`config.mk`:
```
export PLATFORM = sky130hd
export DESIGN_NAME = crc_div_cell
export DESIGN_NICKNAME = d
export VERILOG_FILES = /design/src/design/circle_rect_collision_push_unit_macros.svh /design/src/design/crc_pkg.sv /design/src/design/crc_div_cell.sv
export SDC_FILE = /design/constraint.sdc
export NUM_CORES = 1
export LEC_CHECK = 0
export ABC_AREA = 1
export BUFFER_PORTS_ARGS = -buffer_cell sky130_fd_sc_hd__buf_2
export CAP_MARGIN = 20
export CORE_AREA = 3 3 246 248
export DETAILED_ROUTE_END_ITERATION = 6
export DIE_AREA = 0 0 249 251
export HOLD_SLACK_MARGIN = 0.08
export PLACE_DENSITY = 0.49
export SLEW_MARGIN = 20
export SYNTH_ARGS = -nofsm -noshare
export SYNTH_HDL_FRONTEND = slang
export SYNTH_SLANG_ARGS = --single-unit
```
`constraint.sdc`:
```
create_clock -name clock -period 4.4 [get_ports clock]
set_clock_uncertainty 0.2 [all_clocks]
set_input_delay 0.44 -clock clock [delete_from_list [all_inputs] [get_ports clock]]
set_output_delay 0.44 -clock clock [all_outputs]
set_load 0.01 [all_outputs]
```
`src/design/circle_rect_collision_push_unit_macros.svh`:
```
// ----------------------------------------------------------------------------
// Assertion macros for the circle/rectangle push unit
// Shorthand for clocked implication checks, disabled during reset.
// ----------------------------------------------------------------------------
`ifndef CIRCLE_RECT_COLLISION_PUSH_UNIT_MACROS_SVH
`define CIRCLE_RECT_COLLISION_PUSH_UNIT_MACROS_SVH

// same-cycle implication
`define CRC_ASSERT_NOW(lbl, ante, cons, msg) \
   lbl: assert property (@(posedge clock) disable iff (reset) (ante) |-> (cons)) \
      else $error(msg);

// next-cycle implication
`define CRC_ASSERT_NEXT(lbl, ante, cons, msg) \
   lbl: assert property (@(posedge clock) disable iff (reset) (ante) |=> (cons)) \
      else $error(msg);

`endif

```
`src/design/crc_pkg.sv`:
```
// ----------------------------------------------------------------------------
// crc_pkg
// Shared types for the circle/rectangle push pipeline cells.
// ----------------------------------------------------------------------------
package crc_pkg;

   // control carried by every pipeline cell
   typedef struct packed {
      logic vld;   // request present in this cell
      logic live;  // request still a collision candidate
   } ctl_type;

endpackage

```
`src/design/crc_div_cell.sv`:
```
// ----------------------------------------------------------------------------
// crc_div_cell
// One step of a two-lane restoring divider: shifts in one dividend bit per
// lane, produces one quotient bit per lane, and hands the request on.
// ----------------------------------------------------------------------------
module crc_div_cell #(
   parameter int N  = 24,
   parameter int DW = 46,
   parameter int SW = 99
) (
   input  logic                  clock,
   input  logic                  reset,
   input  crc_pkg::ctl_type      ctl_i,
   input  logic [1:0][DW-1:0]    num_i,
   input  logic [1:0][N-1:0]     rem_i,
   input  logic [1:0][N-1:0]     quo_i,
   input  logic [N-1:0]          den_i,
   input  logic [SW-1:0]         side_i,
   output crc_pkg::ctl_type      ctl_o,
   output logic [1:0][DW-1:0]    num_o,
   output logic [1:0][N-1:0]     rem_o,
   output logic [1:0][N-1:0]     quo_o,
   output logic [N-1:0]          den_o,
   output logic [SW-1:0]         side_o
);

   crc_pkg::ctl_type      ctl_ff;
   logic [1:0][DW-1:0]    num_ff, num_in;
   logic [1:0][N-1:0]     rem_ff, rem_in;
   logic [1:0][N-1:0]     quo_ff, quo_in;
   logic [N-1:0]          den_ff;
   logic [SW-1:0]         side_ff;
   logic [1:0][N:0]       rem_sh, diff;
   logic [1:0]            ge;

   // subtract the divisor where it fits, per lane
   always_comb begin
      for (int l = 0; l < 2; l++) begin
         rem_sh[l] = {rem_i[l], num_i[l][DW-1]};
         ge[l]     = (rem_sh[l] >= {1'b0, den_i});
         diff[l]   = rem_sh[l] - {1'b0, den_i};
         rem_in[l] = ge[l] ? diff[l][N-1:0] : rem_sh[l][N-1:0];
         quo_in[l] = {quo_i[l][N-2:0], ge[l]};
         num_in[l] = {num_i[l][DW-2:0], 1'b0};
      end
   end

   // advance control
   always_ff @(posedge clock) begin
      if (reset) begin
         ctl_ff <= '0;
      end else begin
         ctl_ff <= ctl_i;
      end
   end

   // advance payload
   always_ff @(posedge clock) begin
      num_ff  <= num_in;
      rem_ff  <= rem_in;
      quo_ff  <= quo_in;
      den_ff  <= den_i;
      side_ff <= side_i;
   end

   assign ctl_o  = ctl_ff;
   assign num_o  = num_ff;
   assign rem_o  = rem_ff;
   assign quo_o  = quo_ff;
   assign den_o  = den_ff;
   assign side_o = side_ff;

endmodule

```
==> flow_results.org <==
** STA
- # setup viols final :: 0
- Static timing analysis puts the maximum clock frequency at 313 MHz.
- The count of final max-slew check failures is 0.
- In this run the tightest slew margin relative to its limit is 0.620.
- Worst Max-Slew Pin Slew :: 564 ps
- Shortest period the worst path allows :: 3200 ps
- After layout, the worst setup slack is 1200 ps.
- Summed negative setup slack over all endpoints :: 0 ps
- The tightest hold path in the finished design has a slack of 334 ps.
- The final number of hold-violating endpoints came to 0.
- Unrepaired setup endpoints after global routing :: no
- Of the available clock period, the critical path in the final layout requires 0.727.

** CTS
- Number of buffers on the longest clock path :: 3
- Clock tree synthesis inserted a total of 37 buffers.
- The H-tree generated during clock tree synthesis spans 2 levels.
- After clock tree synthesis, the clock-pin slew on the worst setup and hold paths is 60 ps.
- Root Buffer Master :: sky130_fd_sc_hd__clkbuf_16
- Post-CTS repair changed the size of 0 cells.
- TritonCTS clock tree :: yes
- Number of clock sinks seen by CTS :: 311

** Cells and area
- At the end of the flow, the number of nets in the layout was 2589.
- The layout has 6118 filler cells.
- Ratio of cells with drive above 1 in the final layout :: 0.312
- Compared with the post-synthesis result, the final layout area differs by 77.7%.
- Final Instance Count excl. Fillers :: 3033

** Synth
- Summing every instance area after synthesis gives 10800 um^2.
- In this run, synthesis inferred 0 flip-flops with an integrated enable.
- The commonest cells after synthesis are sky130_fd_sc_hd__nand2_1 (438), sky130_fd_sc_hd__dfxtp_1 (311), sky130_fd_sc_hd__inv_1 (207), sky130_fd_sc_hd__nand4_1 (60), sky130_fd_sc_hd__nor2_1 (58).
- Sorting the synthesized cells by area gives the leading types as sky130_fd_sc_hd__dfxtp_1 (58%), sky130_fd_sc_hd__nand2_1 (15%), sky130_fd_sc_hd__inv_1 (7.2%).
- Async SR Flop Fraction :: 0
- Post-Syn Instances :: 1264
- Yosys printed 0 warnings.
- Dominant register cell in the synthesized netlist :: sky130_fd_sc_hd__dfxtp_1
- Each instance of the synthesized netlist takes up on average 8.53 um^2.
- Flip-flop and latch count after synthesis :: 311
- The most common cell in the synthesized netlist is sky130_fd_sc_hd__nand2_1.
- Sequential area share after synthesis :: 0.577
- Synth unique cells :: 30
- Area fraction of the dominant cell type after synthesis :: 0.577
- Summed over all instances, the cell type with the most area after synthesis is sky130_fd_sc_hd__dfxtp_1.

** Floorplan
- Width of the chip :: 249 um
- 628 I/O pins were placed.
- Standard-cell row count :: 89
- The initial utilization of the core area, before any placement, comes to 0.184.
- Y dimension of the die :: 251 um
- Total core area :: 58700 um^2
- The die covers 62500 um^2.

** Min path
- Startpoint of the lowest-slack hold path :: den_i[13]
- Worst min-delay path endpoint :: den_o[13]
- Class of the tightest hold or removal check :: input port to flop
- Min-Delay Path Depth :: 2

** Setup path
- Crit path capture type :: flop
- Worst path required time :: 4610 ps
- Of all nets on the critical path, the largest fanout is 25.
- Crit Path Class :: input port to flop
- CP Data Arrival Time :: 3410 ps
- Startpoint kind of the worst setup timing path :: input port
- The most critical setup path has its startpoint at den_i[3].

** Route
- DRC violations left :: 0
- Detailed routing inserted a total of 11900 vias.
- After detailed routing, the total wire length is 61400 um.
- The detailed router finished its first iteration with 616 violations.
- After detailed routing, the number of vias per cell comes to 3.92.
- The first TritonRoute pass finished after 5 iterations.
- WL per Instance :: 20.3 um
- Remaining antenna violation count after routing :: 0

** GRT
- Number of global-route vias before repair :: 12500
- For this run, the total global-route usage over all layers was measured as 0.191.
- GRT Residual Overflow :: 0
- Initial antenna violation count :: 24
- Largest net degree at the start of global routing :: 26
- The first global-routing pass estimated 86000 um of wire.

** Power
- Power spread over the standard cell area amounts to 399 nW/um^2.
- The design draws 7650 uW.
- Summed over all cells, the static leakage comes to 0.0101 uW.
- Maximum resistive drop on vdd :: 0.327 mV

** Placed design
- Worst Setup Slack post-DPL :: 1120 ps
- Number of buffers inserted by port buffering :: 623
- Once placement completed, the tool counted placed cells totaling 2648.
- After legalization and detailed placement, the total HPWL measured 49900 um.
- Final estimated routing congestion in global placement :: 0.925

** Status
- Outcome :: completed

** Job
- Number of violations of the max-capacitance limit :: 0
layout make-up:
class	instances	area [um^2]	area share
clock inverter	13	194	0.0101
inverter	213	800	0.0417
tap	773	967	0.0505
timing repair buffer	938	6260	0.327
sequential	311	6230	0.325
multi-input combinational	723	3640	0.190
antenna	10	25.0	0.00131
clock buffer	52	1040	0.0544
cell usage in the layout (no fill, tap or decap), types with 2 or more instances in the layout:
cell type / count
sky130_fd_sc_hd__inv_2: 5
sky130_fd_sc_hd__nand3_2: 2
sky130_fd_sc_hd__dlygate4sd3_1: 310
sky130_fd_sc_hd__nor3_1: 4
sky130_fd_sc_hd__dfxtp_1: 311
sky130_fd_sc_hd__nand4_1: 60
sky130_fd_sc_hd__nand2_1: 438
sky130_fd_sc_hd__clkbuf_8: 6
sky130_fd_sc_hd__xnor2_1: 3
sky130_fd_sc_hd__bufinv_16: 4
sky130_fd_sc_hd__conb_1: 2
sky130_fd_sc_hd__o21a_1: 2
sky130_fd_sc_hd__nor2_2: 3
sky130_fd_sc_hd__nor3_2: 2
sky130_fd_sc_hd__a21oi_4: 2
sky130_fd_sc_hd__buf_4: 5
sky130_fd_sc_hd__inv_6: 3
sky130_fd_sc_hd__clkbuf_16: 37
sky130_fd_sc_hd__nand3b_1: 3
sky130_fd_sc_hd__clkbuf_1: 9
sky130_fd_sc_hd__nand3_4: 2
sky130_fd_sc_hd__nor2_1: 58
sky130_fd_sc_hd__diode_2: 10
sky130_fd_sc_hd__buf_2: 623
sky130_fd_sc_hd__fa_1: 2
sky130_fd_sc_hd__ha_1: 48
sky130_fd_sc_hd__nand3_1: 49
sky130_fd_sc_hd__clkinv_2: 4
sky130_fd_sc_hd__xor2_1: 18
sky130_fd_sc_hd__inv_1: 207
sky130_fd_sc_hd__a21oi_1: 21
metal layers:
| metal | share of wire | global-route usage | wire (um) |
|---|---|---|---|
| met5 | 0.00034 | 0 | 21 |
| met4 | 0.068 | 0.115 | 4180 |
| met3 | 0.11 | 0.0829 | 6540 |
| met2 | 0.46 | 0.320 | 28500 |
| met1 | 0.36 | 0.199 | 22200 |
registers in the layout (all words and copies together), names as in the netlist:
signal / cells
side_o: 99
ctl_o: 2
rem_o: 48
num_o: 90
den_o: 24
quo_o: 48
report_power, final:
part	switching, uW	internal [uW]
clock network	1230	1900
logic	809	617
registers	64.4	3030
timing repair:
| action | CTS | global route |
|---|---|---|
| endpoints found under the hold margin | 309 | 0 |
| buffers inserted | 0 | 0 |
| hold buffers | 310 | 0 |
how the worst max path moves through the flow:
stage                 to  slack [ps]  cells after the start
2_1_floorplan  rem_o[12]        2240                     11
3_3_place_gp   rem_o[21]        1230                     14
3_5_place_dp   rem_o[21]        1120                     12
4_1_cts        rem_o[21]        1160                     15
5_1_grt        rem_o[21]         960                     15
6_report       rem_o[21]        1200                     15
worst max-delay path, cell delays in order:
cell,delay (ps)
sky130_fd_sc_hd__dlygate4sd3_1,520
sky130_fd_sc_hd__buf_2,140
sky130_fd_sc_hd__inv_1,190
sky130_fd_sc_hd__ha_1,330
sky130_fd_sc_hd__nand2_1,130
sky130_fd_sc_hd__inv_1,50
sky130_fd_sc_hd__nand2_1,80
sky130_fd_sc_hd__nand2_1,50
sky130_fd_sc_hd__nand2_1,50
sky130_fd_sc_hd__nand3_1,200
sky130_fd_sc_hd__nand3_2,120
sky130_fd_sc_hd__buf_4,290
sky130_fd_sc_hd__nand3_2,490
sky130_fd_sc_hd__nand2_1,240
sky130_fd_sc_hd__nand2_1,80
through the flow:
stage               utilization  instance area (um^2)
finish                    0.326                 19200
global route              0.326                 19100
CTS                       0.326                 19100
detailed placement        0.252                 14800
global placement          0.252                 14800
floorplan                     -                 10800
logic make-up after synthesis:
kind of cell / share of synthesized area
adder cells (fa/ha/maj): 0.0594
AND/OR/NAND/NOR: 0.246
XOR/XNOR: 0.0171
AO/OA/AOI/OAI: 0.0146
other: 0.000348
flip-flops: 0.577
buffers and inverters: 0.0851
Power figures use the tool's default switching activity.
