File: config.mk
export PLATFORM = sky130hd
export DESIGN_NAME = crc_sqrt_cell
export DESIGN_NICKNAME = d
export VERILOG_FILES = /design/src/design/circle_rect_collision_push_unit_macros.svh /design/src/design/crc_pkg.sv /design/src/design/crc_sqrt_cell.sv
export SDC_FILE = /design/constraint.sdc
export NUM_CORES = 1
export LEC_CHECK = 0
export BUFFER_PORTS_ARGS = -buffer_cell sky130_fd_sc_hd__buf_2
export CORE_AREA = 3 3 190 192
export CTS_CLUSTER_SIZE = 16
export DETAILED_ROUTE_END_ITERATION = 10
export DIE_AREA = 0 0 193 195
export GPL_TIMING_DRIVEN = 0
export PLACE_DENSITY_LB_ADDON = 0.05
export SLEW_MARGIN = 10
export SYNTH_ARGS = -nofsm -noshare
export SYNTH_HDL_FRONTEND = slang
export SYNTH_SLANG_ARGS = --single-unit
File: constraint.sdc
create_clock -name clock -period 7.7 [get_ports clock]
set_clock_uncertainty 0.05 [all_clocks]
set_input_delay 1.155 -clock clock [delete_from_list [all_inputs] [get_ports clock]]
set_output_delay 1.155 -clock clock [all_outputs]
set_load 0.005 [all_outputs]
File: src/design/circle_rect_collision_push_unit_macros.svh
// ----------------------------------------------------------------------------
// Assertion macros for the circle/rectangle push unit
// Shorthand for clocked implication checks, disabled during reset.
// ----------------------------------------------------------------------------
`ifndef CIRCLE_RECT_COLLISION_PUSH_UNIT_MACROS_SVH
`define CIRCLE_RECT_COLLISION_PUSH_UNIT_MACROS_SVH

// same-cycle implication
`define CRC_ASSERT_NOW(lbl, ante, cons, msg) \
   lbl: assert property (@(posedge clock) disable iff (reset) (ante) |-> (cons)) \
      else $error(msg);

// next-cycle implication
`define CRC_ASSERT_NEXT(lbl, ante, cons, msg) \
   lbl: assert property (@(posedge clock) disable iff (reset) (ante) |=> (cons)) \
      else $error(msg);

`endif

File: src/design/crc_pkg.sv
// ----------------------------------------------------------------------------
// crc_pkg
// Shared types for the circle/rectangle push pipeline cells.
// ----------------------------------------------------------------------------
package crc_pkg;

   // control carried by every pipeline cell
   typedef struct packed {
      logic vld;   // request present in this cell
      logic live;  // request still a collision candidate
   } ctl_type;

endpackage

File: src/design/crc_sqrt_cell.sv
// ----------------------------------------------------------------------------
// crc_sqrt_cell
// One digit of a restoring square root: consumes two radicand bits, produces
// one root bit, and hands the request to the next cell.
// ----------------------------------------------------------------------------
module crc_sqrt_cell #(
   parameter int N  = 24,
   parameter int SW = 144
) (
   input  logic              clock,
   input  logic              reset,
   input  crc_pkg::ctl_type  ctl_i,
   input  logic [2*N-1:0]    rad_i,
   input  logic [N+1:0]      rem_i,
   input  logic [N-1:0]      root_i,
   input  logic [SW-1:0]     side_i,
   output crc_pkg::ctl_type  ctl_o,
   output logic [2*N-1:0]    rad_o,
   output logic [N+1:0]      rem_o,
   output logic [N-1:0]      root_o,
   output logic [SW-1:0]     side_o
);

   crc_pkg::ctl_type ctl_ff;
   logic [2*N-1:0]   rad_ff, rad_in;
   logic [N+1:0]     rem_ff, rem_in;
   logic [N-1:0]     root_ff, root_in;
   logic [SW-1:0]    side_ff;
   logic [N+3:0]     rem_sh, trial, diff;
   logic             ge;

   // try to subtract the trial divisor from the shifted remainder
   always_comb begin
      rem_sh  = {rem_i, rad_i[2*N-1:2*N-2]};
      trial   = {2'b00, root_i, 2'b01};
      ge      = (rem_sh >= trial);
      diff    = rem_sh - trial;
      rem_in  = ge ? diff[N+1:0] : rem_sh[N+1:0];
      root_in = {root_i[N-2:0], ge};
      rad_in  = {rad_i[2*N-3:0], 2'b00};
   end

   // advance control
   always_ff @(posedge clock) begin
      if (reset) begin
         ctl_ff <= '0;
      end else begin
         ctl_ff <= ctl_i;
      end
   end

   // advance payload
   always_ff @(posedge clock) begin
      rad_ff  <= rad_in;
      rem_ff  <= rem_in;
      root_ff <= root_in;
      side_ff <= side_i;
   end

   assign ctl_o  = ctl_ff;
   assign rad_o  = rad_ff;
   assign rem_o  = rem_ff;
   assign root_o = root_ff;
   assign side_o = side_ff;

endmodule

==> metrics.md, run 1 <==
| Metric | Value |
|---|---|
| Placed Cells | 1457 |
| Crit path capture type | flip-flop |
| Final Hold Vio Count | 0 |
| Pin count of the biggest net entering global routing | 16 |
| Worst hold path class | in -> reg |
| Hold path start | side_i[90] |
| Share of layout cells above drive strength 1 | 0.5440 |
| Initial antenna violation count | 11 |
| First-pass GRT wire length | 38620 microns |
| Clock power share | 0.437 |
| Dpl hpwl | 24100 microns |
| Buffers and inverters on the worst path | 4 |
| Flop pwr share | 0.439 |
| CTS buffer count | 30 |
| Critical path's top delay family | compound AO/OA/AOI/OAI gates |
| Wirelength per Cell | 18.84 microns |
| Sw Share | 0.2434 |
| PostCTS Resize Cnt | 0 |
| CP Cell Sequence | buf_2, inv_1, ha_1, nand2_1, o21ai_0, nor2_1, o31ai_2, a211oi_2, or2_4, inv_4, buf_8, mux2_4 |
| Pre-Repair DR Iteration Count | 4 |
| Hold Path End | side_o[90]$_DFF_P_ |
| CTS sink cnt | 242 |
| Total die area | 37640 sq um |
| DRC errors left | 0 |
| GRT Residual Overflow | 0 |
| Distinct cells, synth | 56 |
| Final WL | 28550 microns |
| Rows | 68 |
| Status | complete, no violations |
| Final setup viols | 0 |
| Finished Cell Area | 10820 sq um |
| Nets | 1306 |
| P_int | 2349 uW |
| Min Tclk post-route | 3.697 ns |
| Sequential area share after synthesis | 0.7092 |
| Share of the synthesized area in the top cell type | 0.7092 |
| CTS clk-pin slew, worst paths | 0.06 ns |
| Max-slew violations | 0 |
| CTS tree | built |
| Die span in y | 195 microns |
| EDFF count, synth | 0 |
| Syn Area/Cell | 13.29 sq um |
| Slew headroom | 0.3786 |
| Net Sw Power | 755.9 uW |
| Synth async-reset ratio | 0 |
| Flop and latch count out of synthesis | 242 |
| Most used DFF post-synth | dfxtp_1 |
| CTS Root Cell | clkbuf_16 |
| Count of input and output buffers | 487 |
| Placer congestion estimate | 0.7555 |
| CTS Buffer Depth | 3 |
| Vias in the first global route | 5545 |
| Yosys warnings | 0 |
| Part of the power in combinational logic | 0.124 |
| CP startpoint kind | input pin |
| CP Class | in -> reg |
| All-Layer GR Usage | 0.1416 |
| Worst-Margin Slew | 0.9086 ns |
| Ranking of synthesized cells by area | dfxtp_1 71%, ha_1 4.8%, mux2_4 3.5% |
| Cts hold-fix bufs | 0 |
| Crit path largest cell delay | 0.53 ns |
| H-tree Lvls | 1 |
| Syn Inst Count | 514 |
| Worst slack, placed | 3.421 ns |
| Crit share post-route | 0.4801 |
| Util after Layout | 0.3134 |
| Core footprint | 34540 sq um |
| Placed inst area | 9842 sq um |
| Setup TNS | 0 ns |
| Post-Synthesis Cell Area | 6832 sq um |
| Arrival @ worst endpoint | 4.07 ns |
| Hold-critical path depth | 1 |
| RSZ-0062 raised after global routing | false |
| Drt initial violations | 151 |
| Max FO, Critical Path | 10 |
| Critical path's slowest cell | o21ai_0 |
| Initial core utilization | 0.1978 |
| Die W | 193 microns |
| Peak supply drop | 0.0001538 V |
| Fmax | 0.2705 GHz |
| Lkg Pwr | 0.005513 uW |
| Largest area contributor in the netlist | dfxtp_1 |
| Fin cells | 1515 |
| Vias/cell | 3.669 |
| PwrDens | 286.9 nW/um^2 |
| I/O pins | 490 |
| Post-CTS Setup Bufs | 0 |
| Req. time, crit path | 8.07 ns |
| Min setup slack post-route | 4.003 ns |
| Max-cap violations | 0 |
| Area growth from synthesis to layout | 58.44% |
| Vias | 5559 |
| DRT antenna net count | 0 |
==> state kept, by name, summed over array words and instances, names as in the netlist <==
name and cells:
side_o 144, rad_o 46, rem_o 26, root_o 24, ctl_o 2
==> logic make-up (layout without fill, tap and decap cells) <==
| kind of cell | after synthesis | count (layout) | share of synthesized area |
|---|---|---|---|
| muxes | 24 | 24 | 0.04780 |
| other | 1 | 5 | 0.0005489 |
| buffers and inverters | 48 | 590 | 0.03132 |
| DFF | 242 | 242 | 0.7092 |
| xor gates and xnor gates | 20 | 20 | 0.02564 |
| and+or+nand+nor | 68 | 68 | 0.05018 |
| AOI/OAI and AO/OA | 85 | 85 | 0.08773 |
| adders and majority gates | 26 | 26 | 0.04762 |
==> metrics by stage <==
stage / hold WS (ns) / power [uW]
after global routing: 0.6097 / 3267
final: 0.6467 / 3105
after global placement: 1.207 / 1791
after detailed placement: 1.209 / 1789
after CTS: 0.6077 / 3182
after floorplan: 1.133 / 1567
==> worst max path at each step <==
stage                           from                 to  slack [ns]  depth (start not counted)
after floorplan           root_i[17]  rem_o[10]$_DFF_P_        4.08                         11
after global placement     root_i[9]  rem_o[14]$_DFF_P_        3.37                         12
after detailed placement   root_i[9]   rem_o[7]$_DFF_P_        3.42                         12
after CTS                  root_i[9]  rem_o[14]$_DFF_P_        3.96                         12
after global routing       root_i[9]  rem_o[14]$_DFF_P_        3.79                         12
final                      root_i[9]  rem_o[14]$_DFF_P_        4.00                         12
==> cell usage after synthesis, types with 2 or more instances <==
library cell and number:
mux2_4 16, dfxtp_1 242, o211ai_1 3, buf_4 2
a211o_1 2, ha_1 26, nand4_1 4, or2_2 2
or3_1 4, nand3_1 5, o21a_1 3, o31ai_1 2
xnor2_1 11, a21o_1 13, o22ai_1 2, mux2_2 5
nand2_1 17, a21oi_1 24, nor2_1 19, mux2i_1 3
clkbuf_1 3, xor2_1 9, o21bai_1 3, a211oi_1 3
inv_1 39, nor2b_1 2, o21ai_0 15, a31oi_1 2
buf_8 2, nor3_1 5
==> area by class of cell <==
cell class	count	area [sq um]
antenna	3	7.507
buffer	8	61.31
clock buffer	41	852.1
clock inverter	14	122.6
fill	3725	23720
inverter	40	152.6
multi-input combinational	225	1777
sequential	242	4845
tap	455	569.3
timing repair buffer	487	2437
==> cell usage in the layout, fill, tap and decap left out, types with 6 or more instances in the layout <==
master and instances:
ha_1 26, clkbuf_16 30, clkbuf_8 6, buf_2 488
a21oi_1 24, xor2_1 9, inv_1 39, o21ai_0 15
clkbuf_1 8, nand2_1 17, dfxtp_1 242, mux2_4 16
a21o_1 13, clkinv_2 7, nor2_1 19, xnor2_1 11
==> metal layers <==
layer  routed length [microns]  track usage  up-vias  share of wire
li1                          -            -     2777              -
met1                      9997       0.1435     2475           0.35
met2                     14800       0.2655      249           0.52
met3                      3170      0.05943       46           0.11
met4                       501      0.03536       12          0.018
met5                        74            0        -         0.0026
==> power by group through the flow <==
stage,Clock [uW],Sequential [uW],Combinational [uW]
2_1_floorplan,0,1410,158
3_3_place_gp,0,1390,400
3_5_place_dp,0,1390,398
4_1_cts,1420,1360,400
5_1_grt,1470,1370,428
6_report,1360,1360,386
Power figures use the tool's default switching activity.
==> inputs of run 2 (changes only) <==
Settings changed: CORE_AREA 3 3 190 192 to 3 3 191 193, DIE_AREA 0 0 193 195 to 0 0 194 196.
Clock period 7.7 ns to 3.7 ns, I/O delays scaled along.
==> run 2 against run 1 <==
Compared with the run above: non-clock buffer count is 47 higher; clock-buffer cell count unchanged; sequential power grew 110%; combinational power grew 120%; via count up 3.3%; sequential share of layout area down 2.0 points; routed wire length fell by 1.4%; flip-flop and latch count is the same; cell area grew 4.8%; first-iteration DRC count is 15% lower; cell count rose by 2.9%.
==> metrics.md, run 2 (synthesis gave the netlist of run 1 again) <==
| Metric | Value |
|---|---|
| Status | complete, no violations |
| Setup TNS | 0 ns (unchanged) |
| CTS buffer count | 29 (-3.3%) |
| Finished Cell Area | 11340 sq um (+4.8%) |
| Filler cell count | 3648 (-2.1%) |
| Count of input and output buffers | 487 (unchanged) |
| Arrival @ worst endpoint | 3.47 ns (-0.60 ns) |
| CP startpoint kind | input pin |
| Vias in the first global route | 5994 (+8.1%) |
| Vias | 5745 (+3.3%) |
| Area growth from synthesis to layout | 65.99% |
| I/O pins | 490 (unchanged) |
| DRC errors left | 0 (unchanged) |
| Peak supply drop | 0.0003351 V (+120%) |
| Design Power | 6660 uW (+110%) |
| Max-slew violations | 0 (unchanged) |
| Max FO, Critical Path | 10 (unchanged) |
| Crit path capture type | flip-flop |
| Hold path start | rad_i[34] |
| Combined flip-flop and latch cell area | 4845 sq um (unchanged) |
| CTS sink cnt | 242 (unchanged) |
| Clock power share | 0.448 (+0.011) |
| Final WL | 28150 microns (-1.4%) |
| PwrDens | 587.4 nW/um^2 (+100%) |
| Slew headroom | 0.2760 (-0.1026) |
| All-Layer GR Usage | 0.1399 (-0.001625) |
| CP Class | in -> reg |
| Placed Cells | 1457 (unchanged) |
| Drt initial violations | 129 (-15%) |
| Placer congestion estimate | 0.7714 (+2.1%) |
| Share of layout cells above drive strength 1 | 0.5195 (-0.02450) |
| Worst-Margin Slew | 1.059 ns (+0.1500 ns) |
| Initial core utilization | 0.1968 (-0.0009695) |
| Max reg flops | 144 (unchanged) |
| PostCTS Resize Cnt | 0 (unchanged) |
| Wirelength per Cell | 18.05 microns (-4.2%) |
| First-pass GRT wire length | 39920 microns (+3.4%) |
| Core footprint | 34710 sq um (+0.49%) |
| Commonest non-fill, non-tap cell in the layout | buf_2 |
| Max-cap violations | 0 (unchanged) |
| RSZ-0062 raised after global routing | false |
| Initial antenna violation count | 4 (-7) |
| Final Hold Vio Count | 0 (unchanged) |
| Placed inst area | 9842 sq um (unchanged) |
| Die span in y | 196 microns (+0.51%) |
| Total die area | 38020 sq um (+1.0%) |
| H-tree Lvls | 1 (unchanged) |
| Flop pwr share | 0.426 (-0.013) |
| Lkg Pwr | 0.005720 uW (+3.8%) |
| Min Tclk post-route | 3.074 ns |
| Net Sw Power | 1569 uW (+110%) |
| CTS clk-pin slew, worst paths | 0.06 ns (about the same) |
| CTS Buffer Depth | 3 (unchanged) |
| Die W | 194 microns (+0.52%) |
| Sw Share | 0.2356 (-0.007843) |
| CTS Root Cell | clkbuf_16 |
| Worst hold path class | in -> reg |
| Fmax | 0.3253 GHz |
| Nets | 1352 (+3.5%) |
| Multi-input gate area | 1777 sq um (unchanged) |
| Part of the power in combinational logic | 0.126 (+0.002) |
| Pin count of the biggest net entering global routing | 16 (unchanged) |
| Req. time, crit path | 4.09 ns (-3.98 ns) |
| Crit path from | root_i[7] |
| Commonest cells after routing, fill and taps aside | 488 x buf_2, 242 x dfxtp_1, 47 x dlygate4sd3_1, 39 x inv_1, 29 x clkbuf_16 |
| Vias/cell | 3.685 (+0.43%) |
| CTS tree | built |
| Final setup viols | 0 (unchanged) |
| Dpl hpwl | 23310 microns (-3.3%) |
| Fin cells | 1559 (+2.9%) |
| GRT Residual Overflow | 0 (unchanged) |
| Pre-Repair DR Iteration Count | 4 (unchanged) |
| P_int | 5091 uW (+120%) |
| Crit share post-route | 0.8307 |
| Rows | 68 (unchanged) |
| DRT antenna net count | 0 (unchanged) |
-- run 2: cell types whose count changed in the layout (fill, tap and decap cells not counted), sizes merged --
cell / previous run / this run
dlygate4sd3: 0 / 47
clkinv: 11 / 3
bufinv: 1 / 4
clkinvlp: 2 / 4
diode: 3 / 1
inv: 40 / 42
-- run 2: final timing paths --
kind | endpoint | slack (ns) | cells after the start
setup / recovery | rem_o[15]$_DFF_P_ | 0.63 | 12
hold / removal | rad_o[36]$_DFF_P_ | 0.05 | 1
-- run 2: power by group through the flow --
stage | Clock (uW) | Combinational (uW) | Sequential (uW)
after floorplan | 0 | 329 | 2930
after global placement | 0 | 825 | 2890
after detailed placement | 0 | 818 | 2890
after CTS | 3120 | 866 | 2840
after global routing | 3220 | 925 | 2860
final | 2990 | 838 | 2840
-- run 2: cell type report --
class	count	share of cell area
sequential	242	0.4272
timing repair buffer	534	0.2564
multi-input combinational	225	0.1567
clock buffer	41	0.07327
tap	455	0.05020
clock inverter	13	0.01710
inverter	40	0.01346
buffer	8	0.005407
antenna	1	0.0002207
-- run 2: critical path, stage by stage --
cell,delay [ns]
buf_2,0.09
inv_1,0.04
ha_1,0.37
a21oi_1,0.09
o21ai_0,0.54
nor2_1,0.18
o31ai_2,0.42
a211oi_2,0.19
or2_4,0.32
inv_4,0.13
buf_8,0.19
mux2_4,0.32
-- run 2: timing repair --
item	CTS	global route
setup buffers	0	0
hold buffers	47	0
endpoints found under the hold margin	47	0
-- run 2: per-stage QoR --
| step | util | hold WS, ns | worst slack [ns] |
|---|---|---|---|
| 6_report | 0.3267 | 0.05171 | 0.6263 |
| 5_1_grt | 0.3267 | 0.01101 | 0.3405 |
| 2_1_floorplan | - | 0.5327 | 0.6829 |
| 3_3_place_gp | 0.2835 | 0.6069 | -0.07942 |
| 4_1_cts | 0.3266 | 0.00004102 | 0.5279 |
| 3_5_place_dp | 0.2835 | 0.6086 | -0.08778 |
-- run 2: routing by layer --
metal	vias up	part of all wire	global-route usage
li1	2871	-	-
met1	2576	0.37	0.1457
met2	246	0.53	0.2673
met3	46	0.078	0.05118
met4	6	0.021	0.03245
met5	-	0.0014	0
